[config.mk]
export PLATFORM = sky130hd
export DESIGN_NAME = affine_hill_block_cipher_unit_flat
export DESIGN_NICKNAME = d
export VERILOG_FILES = /design/src/ahbc_pkg.sv /design/src/ahbc_in_if.sv /design/src/ahbc_out_if.sv /design/src/ahbc_mod_cell.sv /design/src/ahbc_mac.sv /design/src/affine_hill_block_cipher_unit.sv /design/src/flat_wrapper.sv
export VERILOG_INCLUDE_DIRS = /design/src /design/src/src
export SDC_FILE = /design/constraint.sdc
export NUM_CORES = 2
export LEC_CHECK = 0
export ABC_AREA = 1
export BUFFER_PORTS_ARGS = -buffer_cell sky130_fd_sc_hd__buf_2
export CAP_MARGIN = 5
export CELL_PAD_IN_SITES_DETAIL_PLACEMENT = 1
export CELL_PAD_IN_SITES_GLOBAL_PLACEMENT = 2
export CORE_ASPECT_RATIO = 1.75
export CORE_MARGIN = 8
export CORE_UTILIZATION = 48
export CTS_BUF_LIST = sky130_fd_sc_hd__clkbuf_4 sky130_fd_sc_hd__clkbuf_8
export DETAILED_ROUTE_END_ITERATION = 8
export PLACE_DENSITY_LB_ADDON = 0.1
export SETUP_SLACK_MARGIN = 0.05
export SYNTH_ARGS = -nofsm -noshare
export SYNTH_HDL_FRONTEND = slang
export SYNTH_SLANG_ARGS = --single-unit
[constraint.sdc]
create_clock -name i_clk -period 23.4 [get_ports i_clk]
set_input_delay 4.68 -clock i_clk [delete_from_list [all_inputs] [get_ports i_clk]]
set_output_delay 4.68 -clock i_clk [all_outputs]
set_load 0.03 [all_outputs]
[src/assert_macros.svh]
// ----------------------------------------------------------------------------
// Assertion macros
// Shared concurrent assertion forms, clocked on i_clk and disabled in reset.
// ----------------------------------------------------------------------------
`ifndef ASSERT_MACROS_SVH
`define ASSERT_MACROS_SVH

// Consequent must hold in the same cycle as the antecedent.
`define ASSERT_IMPLY(label, ante, cons, msg) \
    label: assert property (@(posedge i_clk) disable iff (!i_rst_n) (ante) |-> (cons)) \
        else $error(msg);

// Consequent must hold in the cycle after the antecedent.
`define ASSERT_NEXT(label, ante, cons, msg) \
    label: assert property (@(posedge i_clk) disable iff (!i_rst_n) (ante) |=> (cons)) \
        else $error(msg);

`endif

[src/ahbc_pkg.sv]
// ----------------------------------------------------------------------------
// ahbc_pkg
// Types, register indexes and helpers shared by the affine Hill cipher unit.
// ----------------------------------------------------------------------------
package ahbc_pkg;

    // Fixed widths of fields and configuration registers.
    localparam int MOD_W     = 8;
    localparam int FIELD_W   = 8;
    localparam int CFG_W     = 24;
    localparam int CFG_IDX_W = 3;
    localparam int ROW_COUNT = 3;

    // Configuration register indexes.
    typedef enum logic [CFG_IDX_W-1:0] {
        CFG_MODULUS  = 3'd0,
        CFG_KEY_ROW0 = 3'd1,
        CFG_KEY_ROW1 = 3'd2,
        CFG_KEY_ROW2 = 3'd3,
        CFG_INV_ROW0 = 3'd4,
        CFG_INV_ROW1 = 3'd5,
        CFG_INV_ROW2 = 3'd6,
        CFG_SHIFT    = 3'd7
    } t_cfg_idx;

    // Reset values of the configuration registers.
    localparam logic [MOD_W-1:0] RST_MODULUS = 8'd7;
    localparam logic [CFG_W-1:0] RST_ROW0    = 24'h000001;
    localparam logic [CFG_W-1:0] RST_ROW1    = 24'h000100;
    localparam logic [CFG_W-1:0] RST_ROW2    = 24'h010000;
    localparam logic [CFG_W-1:0] RST_SHIFT   = 24'h000000;

    // Operation selector values.
    localparam logic FUNC_DECRYPT = 1'b1;

    // One input request.
    typedef struct packed {
        logic               func;
        logic [FIELD_W-1:0] sym0;
        logic [FIELD_W-1:0] sym1;
        logic [FIELD_W-1:0] sym2;
    } t_in_item;

    // One result.
    typedef struct packed {
        logic [FIELD_W-1:0] res0;
        logic [FIELD_W-1:0] res1;
        logic [FIELD_W-1:0] res2;
    } t_out_item;

    // Control carried along the cell chains.
    typedef struct packed {
        logic valid;
        logic reduce;
    } t_cell_ctl;

    // Byte j of a packed row of three entries.
    function automatic logic [7:0] byte_of(input logic [CFG_W-1:0] row, input int unsigned j);
        return row[8*j +: 8];
    endfunction

endpackage

[src/ahbc_in_if.sv]
// ----------------------------------------------------------------------------
// ahbc_in_if
// Valid/ready channel that carries one cipher request.
// ----------------------------------------------------------------------------
interface ahbc_in_if;
    import ahbc_pkg::*;

    logic     valid;
    logic     ready;
    t_in_item data;

    modport source (output valid, output data, input ready);
    modport sink (input valid, input data, output ready);
endinterface

[src/ahbc_out_if.sv]
// ----------------------------------------------------------------------------
// ahbc_out_if
// Valid/ready channel that carries one cipher result.
// ----------------------------------------------------------------------------
interface ahbc_out_if;
    import ahbc_pkg::*;

    logic      valid;
    logic      ready;
    t_out_item data;

    modport source (output valid, output data, input ready);
    modport sink (input valid, input data, output ready);
endinterface

[src/ahbc_mod_cell.sv]
// ----------------------------------------------------------------------------
// ahbc_mod_cell
// One restoring-reduction step: when reduce is set, each lane loses N << SHIFT
// when it is not smaller, then the request moves to the next cell.
// ----------------------------------------------------------------------------
module ahbc_mod_cell #(
    parameter int LANES = 3,
    parameter int W     = 8,
    parameter int SHIFT = 0
) (
    input  logic                          i_clk,
    input  logic                          i_rst_n,
    input  ahbc_pkg::t_cell_ctl           i_ctl,
    output logic                          o_ready,
    input  logic [LANES-1:0][W-1:0]       i_lane,
    input  logic [ahbc_pkg::MOD_W-1:0]    i_n,
    output ahbc_pkg::t_cell_ctl           o_ctl,
    input  logic                          i_ready,
    output logic [LANES-1:0][W-1:0]       o_lane
);
    import ahbc_pkg::*;

    localparam int CW = W + MOD_W;

    t_cell_ctl               r_ctl;
    logic [LANES-1:0][W-1:0] r_lane;
    logic [LANES-1:0][W-1:0] n_lane;
    logic [CW-1:0]           step;

    // The stage takes a request when it is empty or its content moves on.
    assign o_ready = !r_ctl.valid || i_ready;

    // Conditional subtract of the shifted modulus on every lane.
    assign step = {{W{1'b0}}, i_n} << SHIFT;

    always_comb begin
        for (int k = 0; k < LANES; k++) begin
            if (i_ctl.reduce && ({{MOD_W{1'b0}}, i_lane[k]} >= step)) begin
                n_lane[k] = W'({{MOD_W{1'b0}}, i_lane[k]} - step);
            end else begin
                n_lane[k] = i_lane[k];
            end
        end
    end

    // Control register.
    always_ff @(posedge i_clk) begin
        if (!i_rst_n) begin
            r_ctl <= '0;
        end else if (o_ready) begin
            r_ctl <= i_ctl;
        end
    end

    // Lane data.
    always_ff @(posedge i_clk) begin
        if (o_ready) begin
            r_lane <= n_lane;
        end
    end

    assign o_ctl  = r_ctl;
    assign o_lane = r_lane;
endmodule

[src/ahbc_mac.sv]
// ----------------------------------------------------------------------------
// ahbc_mac
// Three-stage matrix-vector multiply: operand selection, products, row sums.
// ----------------------------------------------------------------------------
module ahbc_mac #(
    parameter int BLOCK_LEN = 3,
    parameter int SYM_BITS  = 8
) (
    input  logic                                               i_clk,
    input  logic                                               i_rst_n,
    input  ahbc_pkg::t_cell_ctl                                i_ctl,
    output logic                                               o_ready,
    input  logic [2*BLOCK_LEN-1:0][SYM_BITS-1:0]               i_lane,
    input  logic [ahbc_pkg::MOD_W-1:0]                         i_n,
    input  logic [ahbc_pkg::ROW_COUNT-1:0][ahbc_pkg::CFG_W-1:0] i_key,
    input  logic [ahbc_pkg::ROW_COUNT-1:0][ahbc_pkg::CFG_W-1:0] i_inv,
    input  logic [ahbc_pkg::CFG_W-1:0]                         i_shift,
    output ahbc_pkg::t_cell_ctl                                o_ctl,
    input  logic                                               i_ready,
    output logic [BLOCK_LEN-1:0][SYM_BITS+ahbc_pkg::MOD_W+$clog2(BLOCK_LEN+1)-1:0] o_acc
);
    import ahbc_pkg::*;

    localparam int L     = BLOCK_LEN;
    localparam int S     = SYM_BITS;
    localparam int PW    = S + MOD_W;
    localparam int ACC_W = PW + $clog2(L + 1);

    // Stage 1 registers: vector, coefficients, addend.
    logic                         r1_valid;
    logic [L-1:0][MOD_W-1:0]      r1_v;
    logic [L-1:0][L-1:0][S-1:0]   r1_c;
    logic [L-1:0][S-1:0]          r1_a;
    logic [L-1:0][MOD_W-1:0]      n1_v;
    logic [L-1:0][L-1:0][S-1:0]   n1_c;
    logic [L-1:0][S-1:0]          n1_a;

    // Stage 2 registers: products.
    logic                         r2_valid;
    logic [L-1:0][L-1:0][PW-1:0]  r2_p;
    logic [L-1:0][S-1:0]          r2_a;

    // Stage 3 registers: row sums.
    logic                         r3_valid;
    logic [L-1:0][ACC_W-1:0]      r3_acc;
    logic [L-1:0][ACC_W-1:0]      n3_acc;

    logic rdy2;
    logic rdy3;
    logic dec;

    assign dec     = (i_ctl.reduce == FUNC_DECRYPT);
    assign rdy3    = !r3_valid || i_ready;
    assign rdy2    = !r2_valid || rdy3;
    assign o_ready = !r1_valid || rdy2;

    // Decrypt takes (sym - h) mod N from reduced operands; encrypt takes sym.
    always_comb begin
        logic [MOD_W:0] t;
        logic [MOD_W:0] adj;
        logic [7:0]     kb;
        logic [7:0]     ib;
        logic [7:0]     hb;
        for (int j = 0; j < L; j++) begin
            t   = (MOD_W+1)'(i_lane[j]) + (MOD_W+1)'(i_n) - (MOD_W+1)'(i_lane[L+j]);
            adj = (t >= (MOD_W+1)'(i_n)) ? (t - (MOD_W+1)'(i_n)) : t;
            n1_v[j] = dec ? MOD_W'(adj) : MOD_W'(i_lane[j]);
        end
        for (int i = 0; i < L; i++) begin
            hb      = byte_of(i_shift, i);
            n1_a[i] = dec ? '0 : hb[S-1:0];
            for (int j = 0; j < L; j++) begin
                kb         = byte_of(i_key[i], j);
                ib         = byte_of(i_inv[i], j);
                n1_c[i][j] = dec ? ib[S-1:0] : kb[S-1:0];
            end
        end
    end

    // Row sums of the registered products plus the addend.
    always_comb begin
        for (int i = 0; i < L; i++) begin
            n3_acc[i] = ACC_W'(r2_a[i]);
            for (int j = 0; j < L; j++) begin
                n3_acc[i] = n3_acc[i] + ACC_W'(r2_p[i][j]);
            end
        end
    end

    // Stage valid flags.
    always_ff @(posedge i_clk) begin
        if (!i_rst_n) begin
            r1_valid <= 1'b0;
            r2_valid <= 1'b0;
            r3_valid <= 1'b0;
        end else begin
            if (o_ready) begin
                r1_valid <= i_ctl.valid;
            end
            if (rdy2) begin
                r2_valid <= r1_valid;
            end
            if (rdy3) begin
                r3_valid <= r2_valid;
            end
        end
    end

    // Stage data.
    always_ff @(posedge i_clk) begin
        if (o_ready) begin
            r1_v <= n1_v;
            r1_c <= n1_c;
            r1_a <= n1_a;
        end
        if (rdy2) begin
            for (int i = 0; i < L; i++) begin
                for (int j = 0; j < L; j++) begin
                    r2_p[i][j] <= PW'(r1_c[i][j]) * PW'(r1_v[j]);
                end
            end
            r2_a <= r1_a;
        end
        if (rdy3) begin
            r3_acc <= n3_acc;
        end
    end

    // The reduction chain after this stage always reduces.
    assign o_ctl = '{valid: r3_valid, reduce: 1'b1};
    assign o_acc = r3_acc;
endmodule

[src/affine_hill_block_cipher_unit.sv]
// ----------------------------------------------------------------------------
// affine_hill_block_cipher_unit
// Affine Hill block cipher over a configurable modulus, built as cell chains.
// ----------------------------------------------------------------------------
// Usage:
//   i_blk carries one request: func (0 encrypt, 1 decrypt) and three symbols.
//   o_res returns one result per request, in order: three residues mod N.
//   Both channels move a request when valid and ready are high at a clock edge.
//   Configuration (modulus, key rows, inverse rows, shift) is written through
//   i_cfg_we / i_cfg_idx / i_cfg_data while no request is in flight.
// Timing:
//   A request passes the first chain of reduction cells, the three multiply
//   stages, then the second chain on row sums of ACC_W = SYM_BITS + 8 +
//   clog2(BLOCK_LEN + 1) bits, one subtract step per cell. One request enters
//   per cycle while i_blk.ready is high.
// Reset and stall:
//   Reset empties every stage and loads the register defaults. When o_res is
//   not ready, requests pile up stage by stage and i_blk.ready falls only once
//   the chain is full; a held result stays stable on o_res.
// ----------------------------------------------------------------------------
`include "assert_macros.svh"

module affine_hill_block_cipher_unit #(
    parameter int BLOCK_LEN = 3,
    parameter int SYM_BITS  = 8
) (
    input  logic                              i_clk,
    input  logic                              i_rst_n,
    ahbc_in_if.sink                           i_blk,
    ahbc_out_if.source                        o_res,
    input  logic                              i_cfg_we,
    input  logic [ahbc_pkg::CFG_IDX_W-1:0]    i_cfg_idx,
    input  logic [ahbc_pkg::CFG_W-1:0]        i_cfg_data
);
    import ahbc_pkg::*;

    localparam int L     = BLOCK_LEN;
    localparam int S     = SYM_BITS;
    localparam int ACC_W = S + MOD_W + $clog2(L + 1);

    // Configuration registers.
    logic [MOD_W-1:0]                r_mod;
    logic [ROW_COUNT-1:0][CFG_W-1:0] r_key;
    logic [ROW_COUNT-1:0][CFG_W-1:0] r_inv;
    logic [CFG_W-1:0]                r_shift;

    always_ff @(posedge i_clk) begin
        if (!i_rst_n) begin
            r_mod    <= RST_MODULUS;
            r_key[0] <= RST_ROW0;
            r_key[1] <= RST_ROW1;
            r_key[2] <= RST_ROW2;
            r_inv[0] <= RST_ROW0;
            r_inv[1] <= RST_ROW1;
            r_inv[2] <= RST_ROW2;
            r_shift  <= RST_SHIFT;
        end else if (i_cfg_we) begin
            case (t_cfg_idx'(i_cfg_idx))
                CFG_MODULUS:  r_mod    <= i_cfg_data[MOD_W-1:0];
                CFG_KEY_ROW0: r_key[0] <= i_cfg_data;
                CFG_KEY_ROW1: r_key[1] <= i_cfg_data;
                CFG_KEY_ROW2: r_key[2] <= i_cfg_data;
                CFG_INV_ROW0: r_inv[0] <= i_cfg_data;
                CFG_INV_ROW1: r_inv[1] <= i_cfg_data;
                CFG_INV_ROW2: r_inv[2] <= i_cfg_data;
                CFG_SHIFT:    r_shift  <= i_cfg_data;
                default: begin
                end
            endcase
        end
    end

    // First chain: reduces symbols and shift entries mod N for decryption.
    t_cell_ctl                  pre_ctl  [S+1];
    logic [2*L-1:0][S-1:0]      pre_lane [S+1];
    logic                       pre_rdy  [S+1];
    logic [2:0][FIELD_W-1:0]    in_sym;

    assign in_sym     = {i_blk.data.sym2, i_blk.data.sym1, i_blk.data.sym0};
    assign pre_ctl[0] = '{valid: i_blk.valid, reduce: i_blk.data.func};
    assign i_blk.ready = pre_rdy[0];

    always_comb begin
        logic [7:0] hb;
        for (int j = 0; j < L; j++) begin
            hb              = byte_of(r_shift, j);
            pre_lane[0][j]   = in_sym[j][S-1:0];
            pre_lane[0][L+j] = hb[S-1:0];
        end
    end

    for (genvar k = 0; k < S; k++) begin : g_pre
        ahbc_mod_cell #(
            .LANES (2*L),
            .W     (S),
            .SHIFT (S-1-k)
        ) u_cell (
            .i_clk   (i_clk),
            .i_rst_n (i_rst_n),
            .i_ctl   (pre_ctl[k]),
            .o_ready (pre_rdy[k]),
            .i_lane  (pre_lane[k]),
            .i_n     (r_mod),
            .o_ctl   (pre_ctl[k+1]),
            .i_ready (pre_rdy[k+1]),
            .o_lane  (pre_lane[k+1])
        );
    end

    // Matrix-vector multiply with the affine shift.
    t_cell_ctl                  mod_ctl  [ACC_W+1];
    logic [L-1:0][ACC_W-1:0]    mod_lane [ACC_W+1];
    logic                       mod_rdy  [ACC_W+1];

    ahbc_mac #(
        .BLOCK_LEN (BLOCK_LEN),
        .SYM_BITS  (SYM_BITS)
    ) u_mac (
        .i_clk   (i_clk),
        .i_rst_n (i_rst_n),
        .i_ctl   (pre_ctl[S]),
        .o_ready (pre_rdy[S]),
        .i_lane  (pre_lane[S]),
        .i_n     (r_mod),
        .i_key   (r_key),
        .i_inv   (r_inv),
        .i_shift (r_shift),
        .o_ctl   (mod_ctl[0]),
        .i_ready (mod_rdy[0]),
        .o_acc   (mod_lane[0])
    );

    // Second chain: reduces the row sums mod N.
    for (genvar k = 0; k < ACC_W; k++) begin : g_mod
        ahbc_mod_cell #(
            .LANES (L),
            .W     (ACC_W),
            .SHIFT (ACC_W-1-k)
        ) u_cell (
            .i_clk   (i_clk),
            .i_rst_n (i_rst_n),
            .i_ctl   (mod_ctl[k]),
            .o_ready (mod_rdy[k]),
            .i_lane  (mod_lane[k]),
            .i_n     (r_mod),
            .o_ctl   (mod_ctl[k+1]),
            .i_ready (mod_rdy[k+1]),
            .o_lane  (mod_lane[k+1])
        );
    end

    // Result: the last cell is the output register; a modulus below two gives zeros.
    logic                        mod_ok;
    logic [2:0][FIELD_W-1:0]     res;

    assign mod_ok = (r_mod >= MOD_W'(2));

    always_comb begin
        for (int j = 0; j < 3; j++) begin
            res[j] = '0;
        end
        for (int j = 0; j < L; j++) begin
            res[j] = mod_ok ? FIELD_W'(mod_lane[ACC_W][j]) : '0;
        end
    end

    assign o_res.valid     = mod_ctl[ACC_W].valid;
    assign o_res.data.res0 = res[0];
    assign o_res.data.res1 = res[1];
    assign o_res.data.res2 = res[2];
    assign mod_rdy[ACC_W]  = o_res.ready;

    // Checks on the reduction chains.
    `ASSERT_IMPLY(a_res0_residue, o_res.valid && mod_ok, o_res.data.res0 < r_mod, "res0 not reduced")
    `ASSERT_IMPLY(a_res1_residue, o_res.valid && mod_ok, o_res.data.res1 < r_mod, "res1 not reduced")
    `ASSERT_IMPLY(a_short_block, o_res.valid && (L < 3), o_res.data.res2 == '0, "res2 set in short block")
    `ASSERT_NEXT(a_accept_enters, i_blk.valid && i_blk.ready, pre_ctl[1].valid, "request lost at entry")
endmodule
[src/flat_wrapper.sv]
// flat-port wrapper written by rule: the top's interface ports become plain ports
module affine_hill_block_cipher_unit_flat import ahbc_pkg::*;
#(
    parameter int BLOCK_LEN = 3,
    parameter int SYM_BITS  = 8
)
  (i_clk, i_rst_n, i_cfg_we, i_cfg_idx, i_cfg_data, i_blk_valid, i_blk_data, i_blk_ready, o_res_valid, o_res_data, o_res_ready);
  ahbc_in_if i_blk_i ();
  ahbc_out_if o_res_i ();
  input  logic i_clk;
  input  logic i_rst_n;
  input  logic i_cfg_we;
  input  logic [ahbc_pkg::CFG_IDX_W-1:0] i_cfg_idx;
  input  logic [ahbc_pkg::CFG_W-1:0] i_cfg_data;
  input wire logic [$bits(i_blk_i.valid)-1:0] i_blk_valid;
  input wire logic [$bits(i_blk_i.data)-1:0] i_blk_data;
  output wire logic [$bits(i_blk_i.ready)-1:0] i_blk_ready;
  output wire logic [$bits(o_res_i.valid)-1:0] o_res_valid;
  output wire logic [$bits(o_res_i.data)-1:0] o_res_data;
  input wire logic [$bits(o_res_i.ready)-1:0] o_res_ready;
  assign i_blk_i.valid = i_blk_valid;
  assign i_blk_i.data = i_blk_data;
  assign i_blk_ready = i_blk_i.ready;
  assign o_res_valid = o_res_i.valid;
  assign o_res_data = o_res_i.data;
  assign o_res_i.ready = o_res_ready;
  affine_hill_block_cipher_unit #(.BLOCK_LEN(BLOCK_LEN), .SYM_BITS(SYM_BITS)) u_core (.i_clk(i_clk), .i_rst_n(i_rst_n), .i_blk(i_blk_i), .o_res(o_res_i), .i_cfg_we(i_cfg_we), .i_cfg_idx(i_cfg_idx), .i_cfg_data(i_cfg_data));
endmodule
# Word level (Yosys, flattened, before mapping)
# Index checks and enable logic that the tools add are counted.
word_totals:
  register_bits: 1898
  inputBits: 57
  out_inout_bits: 26
  wordCells: 722
classes:
  add_sub_neg: 120
  mul: 9
  order_cmp: 106
  eq_ne: 7
  muxes: 120
  reduce_logical: 166
ops:
  columns: ["op", "n"]
  rows:
  - ["$mux W18", 51]
  - ["$mux W8", 69]
  - ["$sub A18 B18 Y18", 24]
  - ["$sub A8 B8 Y8", 54]
  - ["$mul A8 B8 Y16", 9]
  - ["$logic_and A1 B1 Y1", 99]
  - ["$ge A8 B15 Y1", 6]
  - ["$ge A8 B14 Y1", 6]
  - ["$ge A8 B13 Y1", 6]
  - ["$ge A18 B25 Y1", 3]
  - ["$ge A18 B24 Y1", 3]
  - ["$ge A8 B12 Y1", 6]
  - ["$ge A18 B23 Y1", 3]
  - ["$ge A18 B22 Y1", 3]
  - ["$ge A8 B11 Y1", 6]
  - ["$ge A18 B21 Y1", 3]
  - ["$ge A18 B20 Y1", 3]
  - ["$ge A8 B10 Y1", 6]
  - ["$ge A18 B19 Y1", 3]
  - ["$add A17 B16 Y18", 3]
  - ["$add A18 B16 Y18", 3]
  - ["$ge A18 B10 Y1", 3]
  - ["$ge A18 B11 Y1", 3]
  - ["$ge A18 B12 Y1", 3]
  - ["31 further kinds", 150]

# Logic depth before layout (Yosys ltp)
logic_depth:
  ltp_word: 30
  depth_mapped: 26
  ltp_nobuf: 25

# By module
# A second synthesis with hierarchy kept.
hier_totals:
  cells_unflattened: 16533
  hier_area_um2: 136617.3
modules_own_cells:
  columns: ["module", "n_inst", "cells_each", "area_per_inst_um2", "seq_area_each_um2"]
  rows:
  - ["ahbc_mac", 1, 4552, 38868.5, 10329.9]
  - ["affine_hill_block_cipher_unit", 1, 1046, 7133.1, 3523.4]
  - ["ahbc_mod_cell at u_core.g_mod[16].u_cell", 1, 706, 4884.7, 1661.6]
  - ["ahbc_mod_cell at u_core.g_mod[17].u_cell", 1, 672, 4724.5, 1661.6]
  - ["ahbc_mod_cell at u_core.g_pre[7].u_cell", 1, 638, 4717.0, 1481.4]
  - ["ahbc_mod_cell at u_core.g_mod[13].u_cell", 1, 647, 4461.8, 1661.6]
  - ["ahbc_mod_cell at u_core.g_mod[14].u_cell", 1, 627, 4439.3, 1661.6]
  - ["ahbc_mod_cell at u_core.g_mod[15].u_cell", 1, 590, 4390.5, 1661.6]
  - ["ahbc_mod_cell at u_core.g_pre[6].u_cell", 1, 553, 4272.8, 1481.4]
  - ["ahbc_mod_cell at u_core.g_mod[12].u_cell", 1, 584, 4206.5, 1661.6]
  - ["ahbc_mod_cell at u_core.g_mod[11].u_cell", 1, 575, 4110.2, 1661.6]
  - ["ahbc_mod_cell at u_core.g_mod[10].u_cell", 1, 487, 3818.7, 1661.6]
  - ["ahbc_mod_cell at u_core.g_pre[5].u_cell", 1, 473, 3787.4, 1481.4]
  - ["ahbc_mod_cell at u_core.g_mod[9].u_cell", 1, 463, 3741.1, 1661.6]
  - ["14 more rows", null, null, null, null]

# Worst setup path after synthesis
# No wires, ideal clock.
synth_timing:
  path_type: "input to output"
  startpoint: "in o_res_ready"
  endpoint: "out i_blk_ready"
  arrival_time_ns: 11.970
  required_ns: 18.720
  slack_ns: 6.750
  stages: 16
  path_buffers: 0
  cell_sequence: "inv_2 -> nand4_4 -> nor2_4 -> nand4_4 -> nor2_4 -> nand4_4 -> nor2_4 -> nand4_4 -> nor2_4 -> nand4_4 -> nor2_4 -> nand4_4 -> nor2_4 -> nand4_4 -> nor2_4 -> nand2_2"
synth_via:
  elab_chain_cells: 29
synth_lines:
  columns: ["item", "line", "rtl"]
  rows:
  - ["start, declared", "flat_wrapper.sv:20", "input wire logic [$bits(o_res_i.ready)-1:0] o_res_ready;"]
  - ["$logic_or A1 B1 Y1 (3 in series)", "ahbc_mod_cell.sv:31", "assign o_ready = !r_ctl.valid || i_ready;"]
  - ["via u_core.g_mod[14].u_cell.i_ready", "ahbc_mod_cell.sv:18", "input logic i_ready,"]
  - ["$logic_or A1 B1 Y1 (4 in series)", "ahbc_mod_cell.sv:31", null]
  - ["via u_core.g_mod[10].u_cell.i_ready", "ahbc_mod_cell.sv:18", null]
  - ["$logic_or A1 B1 Y1 (4 in series)", "ahbc_mod_cell.sv:31", null]
  - ["via u_core.g_mod[6].u_cell.i_ready", "ahbc_mod_cell.sv:18", null]
  - ["$logic_or A1 B1 Y1 (4 in series)", "ahbc_mod_cell.sv:31", null]
  - ["via u_core.g_mod[2].u_cell.i_ready", "ahbc_mod_cell.sv:18", null]
  - ["[... 4 more ...]", null, null]
  - ["via u_core.u_mac.rdy3", "ahbc_mac.sv:49", "logic rdy3;"]
  - ["$logic_or A1 B1 Y1", "ahbc_mac.sv:54", "assign rdy2 = !r2_valid || rdy3;"]
  - ["$logic_or A1 B1 Y1", "ahbc_mac.sv:55", "assign o_ready = !r1_valid || rdy2;"]
  - ["$logic_or A1 B1 Y1 (2 in series)", "ahbc_mod_cell.sv:31", null]
  - ["via u_core.g_pre[5].u_cell.i_ready", "ahbc_mod_cell.sv:18", null]
  - ["$logic_or A1 B1 Y1 (4 in series)", "ahbc_mod_cell.sv:31", null]
  - ["via u_core.g_pre[1].u_cell.i_ready", "ahbc_mod_cell.sv:18", null]
  - ["$logic_or A1 B1 Y1 (2 in series)", "ahbc_mod_cell.sv:31", null]
  - ["end, declared", "flat_wrapper.sv:17", "output wire logic [$bits(i_blk_i.ready)-1:0] i_blk_ready;"]
# The timed path passes the listed nets, and every way through them passes these cells.

# Worst setup path after layout
# Same ends and word-level chain as after synthesis.

==> results.py <==
metrics = {
    "status": {
        "outcome": "finished clean",
    },
    "timing": {
        "rsz0062_at_grt": "no",
        "finalSetupViolCount": 0,
        "slew_headroom_pct": 4.24,
        "layout_min_cycle_time_ns": 15.50,
        "worstMarginPinSlew_ns": 1.43,
        "fmax_ghz": 0.0645,
        "setup_ws_ns": 7.90,
        "fin_crit_sh_pct": 66.2,
        "drv_slew": 0,
        "tns_ns": 0,
        "clock_skew_ns": 0.0623,
        "hold_viol": 0,
    },
    "place": {
        "place_hpwl_mm": 262,
        "dpl_worst_slack_ns": 7.81,
        "routabilityCongestion": 0.893,
        "portBuffers": 82,
    },
    "die": {
        "start_util_pct": 48.3,
        "die_y_microns": 660,
        "core_area_sq_mm": 0.236,
        "die-area_sq_mm": 0.254,
        "io_pins": 83,
        "die_w_microns": 384,
        "placementRows": 236,
    },
    "cells_and_area": {
        "finalNetCount": 12800,
        "seqCellArea_sq_mm": 0.0547,
        "drive_gt1_share_pct": 6.28,
        "multiInputGateArea_sq_mm": 0.0522,
        "fillCellCount": 25700,
        "area_growth_pct": 9.01,
    },
    "synthesis": {
        "post-synth-top-count-cell": "nand2_1",
        "netlist_area_sq_mm": 0.114,
        "synthTopCellsByArea": "edfxtp_1, ha_1, fa_1",
        "ys_warn_count": 0,
        "synth-seq-cells": 1898,
        "ys_seq_area_share_pct": 48.0,
        "avgSynthCellArea_sq_um": 10.4,
        "async_flop_share_pct": 0,
        "syn_nets": 12600,
        "ys_top_cells_by_count": "nand2_1, edfxtp_1, inv_1",
        "synth_ff_type": "edfxtp_1",
        "synth_edf_count": 1668,
        "synthesis.instances": 11000,
        "yosysTopAreaCell": "edfxtp_1",
        "ys_types": 60,
        "synth_top_area_share_pct": 44.0,
    },
    "detailed_routing": {
        "ant_nets": 0,
        "via_per_inst": 5.49,
        "wl_per_cell_microns": 23.2,
        "wl_mm": 339,
        "drt_iter0_drc": 2877,
        "drc": 0,
        "vias": 80100,
        "drt_first_pass_iters": 5,
    },
    "setup_path": {
        "worstPathRequired_ns": 18.72,
        "r2r-start": "u_core.g_mod[17].u_cell.o_ctl[1]",
        "path_class": "in -> out",
        "critPathCaptureType": "primary output",
        "startpoint": "o_res_ready",
        "arrival_ns": 10.82,
        "critPathMaxFanout": 58,
        "start_kind": "input pin",
    },
    "power": {
        "leakagePower_uw": 0.0579,
        "power_frac_comb_pct": 26.5,
        "seq_power_share_pct": 46.7,
        "p_int_uw": 7290,
        "pwr-share-clk_pct": 26.8,
        "vdd_ir_drop_max_uv": 47.7,
        "power_density_mw_per_mm2": 88.3,
        "switchingPower_uw": 3680,
        "switching_share_pct": 33.6,
    },
    "clock_network": {
        "cts.clk_slew.worst_paths_ns": 0.06,
        "cts_buffer_depth": 4,
        "clock-sinks": 1898,
        "clock_latency_ns": 0.98,
        "htreeDepth": 5,
        "hold_buffers": 0,
        "cts_tree": "yes",
        "cts_root_buf": "clkbuf_8",
        "post_cts_resized": 0,
        "numCtsBuffers": 302,
        "cts_setup_buffers": 0,
    },
    "grt": {
        "grt.total_usage_pct": 26.5,
        "antenna_found_initial": 26,
        "grt_overflow": 0,
        "grt_pass1_vias": 89700,
        "grt_pass1_wl_mm": 511,
        "grt_start_max_net_pins": 100,
    },
    "worst_hold_path": {
        "hp-class": "reg -> reg",
        "min_from": "u_core.g_pre[0].u_cell.o_lane[21]",
    },
    "flow_run": {
        "maxCapViolCount": 0,
    },
}
## stage by stage
stage          std cells  hold WS [ns]  power [uW]  area [sq um]  utilization (%)
2_1_floorplan      11000         0.400        7070        114000                -
3_3_place_gp       14000         0.408        7920        118000             50.0
3_5_place_dp       14000         0.410        8120        118000             50.0
4_1_cts            14500         0.419       11100        124000             52.5
5_1_grt            14600         0.429       11600        124000             52.6
6_report           14600         0.421       11000        124000             52.6
## cells in the final DEF (no fill, tap or decap), types with 49 or more instances in the layout
cell type	instances
clkinv_1	73
xnor2_1	213
inv_1	1576
nor4_1	142
buf_4	95
ha_1	1014
nor2_1	641
xor2_1	433
a211oi_1	49
nand2_1	1870
o21ai_0	1075
clkbuf_4	72
fa_1	516
nand4_1	91
nand3_1	153
diode_2	64
nor3_1	83
a21oi_1	605
edfxtp_1	1668
dfxtp_1	227
clkbuf_8	324
buf_2	81
## registers in the layout, indices dropped and copies added (netlist names), 16 cells and up
signal                      cells
u_core.u_mac.r1_v              24
u_core.g_mod.u_cell.o_lane    942
u_core.g_mod.u_cell.o_ctl      35
u_core.g_pre.u_cell.o_lane    384
u_core.u_mac.r1_a              24
u_core.u_mac.r1_c              72
u_core.u_mac.r2_a              24
u_core.r_shift                 24
u_core.g_pre.u_cell.o_ctl      16
u_core.u_mac.o_acc             54
u_core.r_inv                   72
u_core.u_mac.r2_p             144
u_core.r_key                   72
## cells by family after synthesis
kind of cell | count (synthesis) | synth area share [%]
AND/OR/NAND/NOR | 3091 | 11.4
adder cells (fa/ha/maj) | 1530 | 20.2
AO/OA/AOI/OAI | 1946 | 9.16
XOR/XNOR | 646 | 4.97
buffers and inverters | 1870 | 6.20
flip-flops | 1898 | 48.0
## final timing paths
check | to | slack [ns] | cells after the start
max | i_blk_ready | 7.90 | 21
min reg2reg | u_core.g_pre[1].u_cell.o_lane[21] | 0.42 | 0
min | u_core.g_pre[1].u_cell.o_lane[21] | 0.42 | 0
max reg2reg | u_core.g_pre[1].u_cell.o_lane[27] | 16.84 | 17
## metal layers
metal / up-vias / wire (microns) / global-route usage [%] / part of all wire [%]
li1: 37700 / - / - / -
met1: 40200 / 106000 / 23.1 / 31
met2: 1372 / 194000 / 53.8 / 57
met3: 871 / 9120 / 3.06 / 2.7
met4: 6 / 29400 / 19.3 / 8.7
met5: - / 39 / 0 / 0.012
## critical path, stage by stage
cell	delay, ns
buf_2	0.11
inv_2	0.08
nand4_4	0.10
nor2_4	0.16
nand4_4	0.13
nor2_4	0.16
nand4_4	0.08
buf_4	0.35
nor2_4	0.24
nand4_4	0.10
buf_4	0.36
nor2_4	0.25
nand4_4	0.84
nor2_4	0.62
nand4_4	0.23
nor2_4	0.24
nand4_4	0.80
nor2_4	0.45
nand2_2	0.09
buf_4	0.36
buf_2	0.30
## cell type report
class	count	share of cell area [%]
Timing Repair Buffer	177	0.910
Multi-Input combinational cell	7213	42.0
Sequential cell	1898	44.1
Clock inverter	144	0.840
Clock buffer	396	4.03
Inverter	1600	4.86
Antenna cell	64	0.129
Tap cell	3094	3.12
## power groups by stage
stage	sequential (uW)	combinational (uW)	clock, uW
after floorplan	4920	2150	0
after global placement	5150	2770	0
after detailed placement	5200	2920	0
after CTS	5130	2940	3030
after global routing	5200	3300	3140
final	5130	2900	2940
Power figures use the tool's default switching activity.
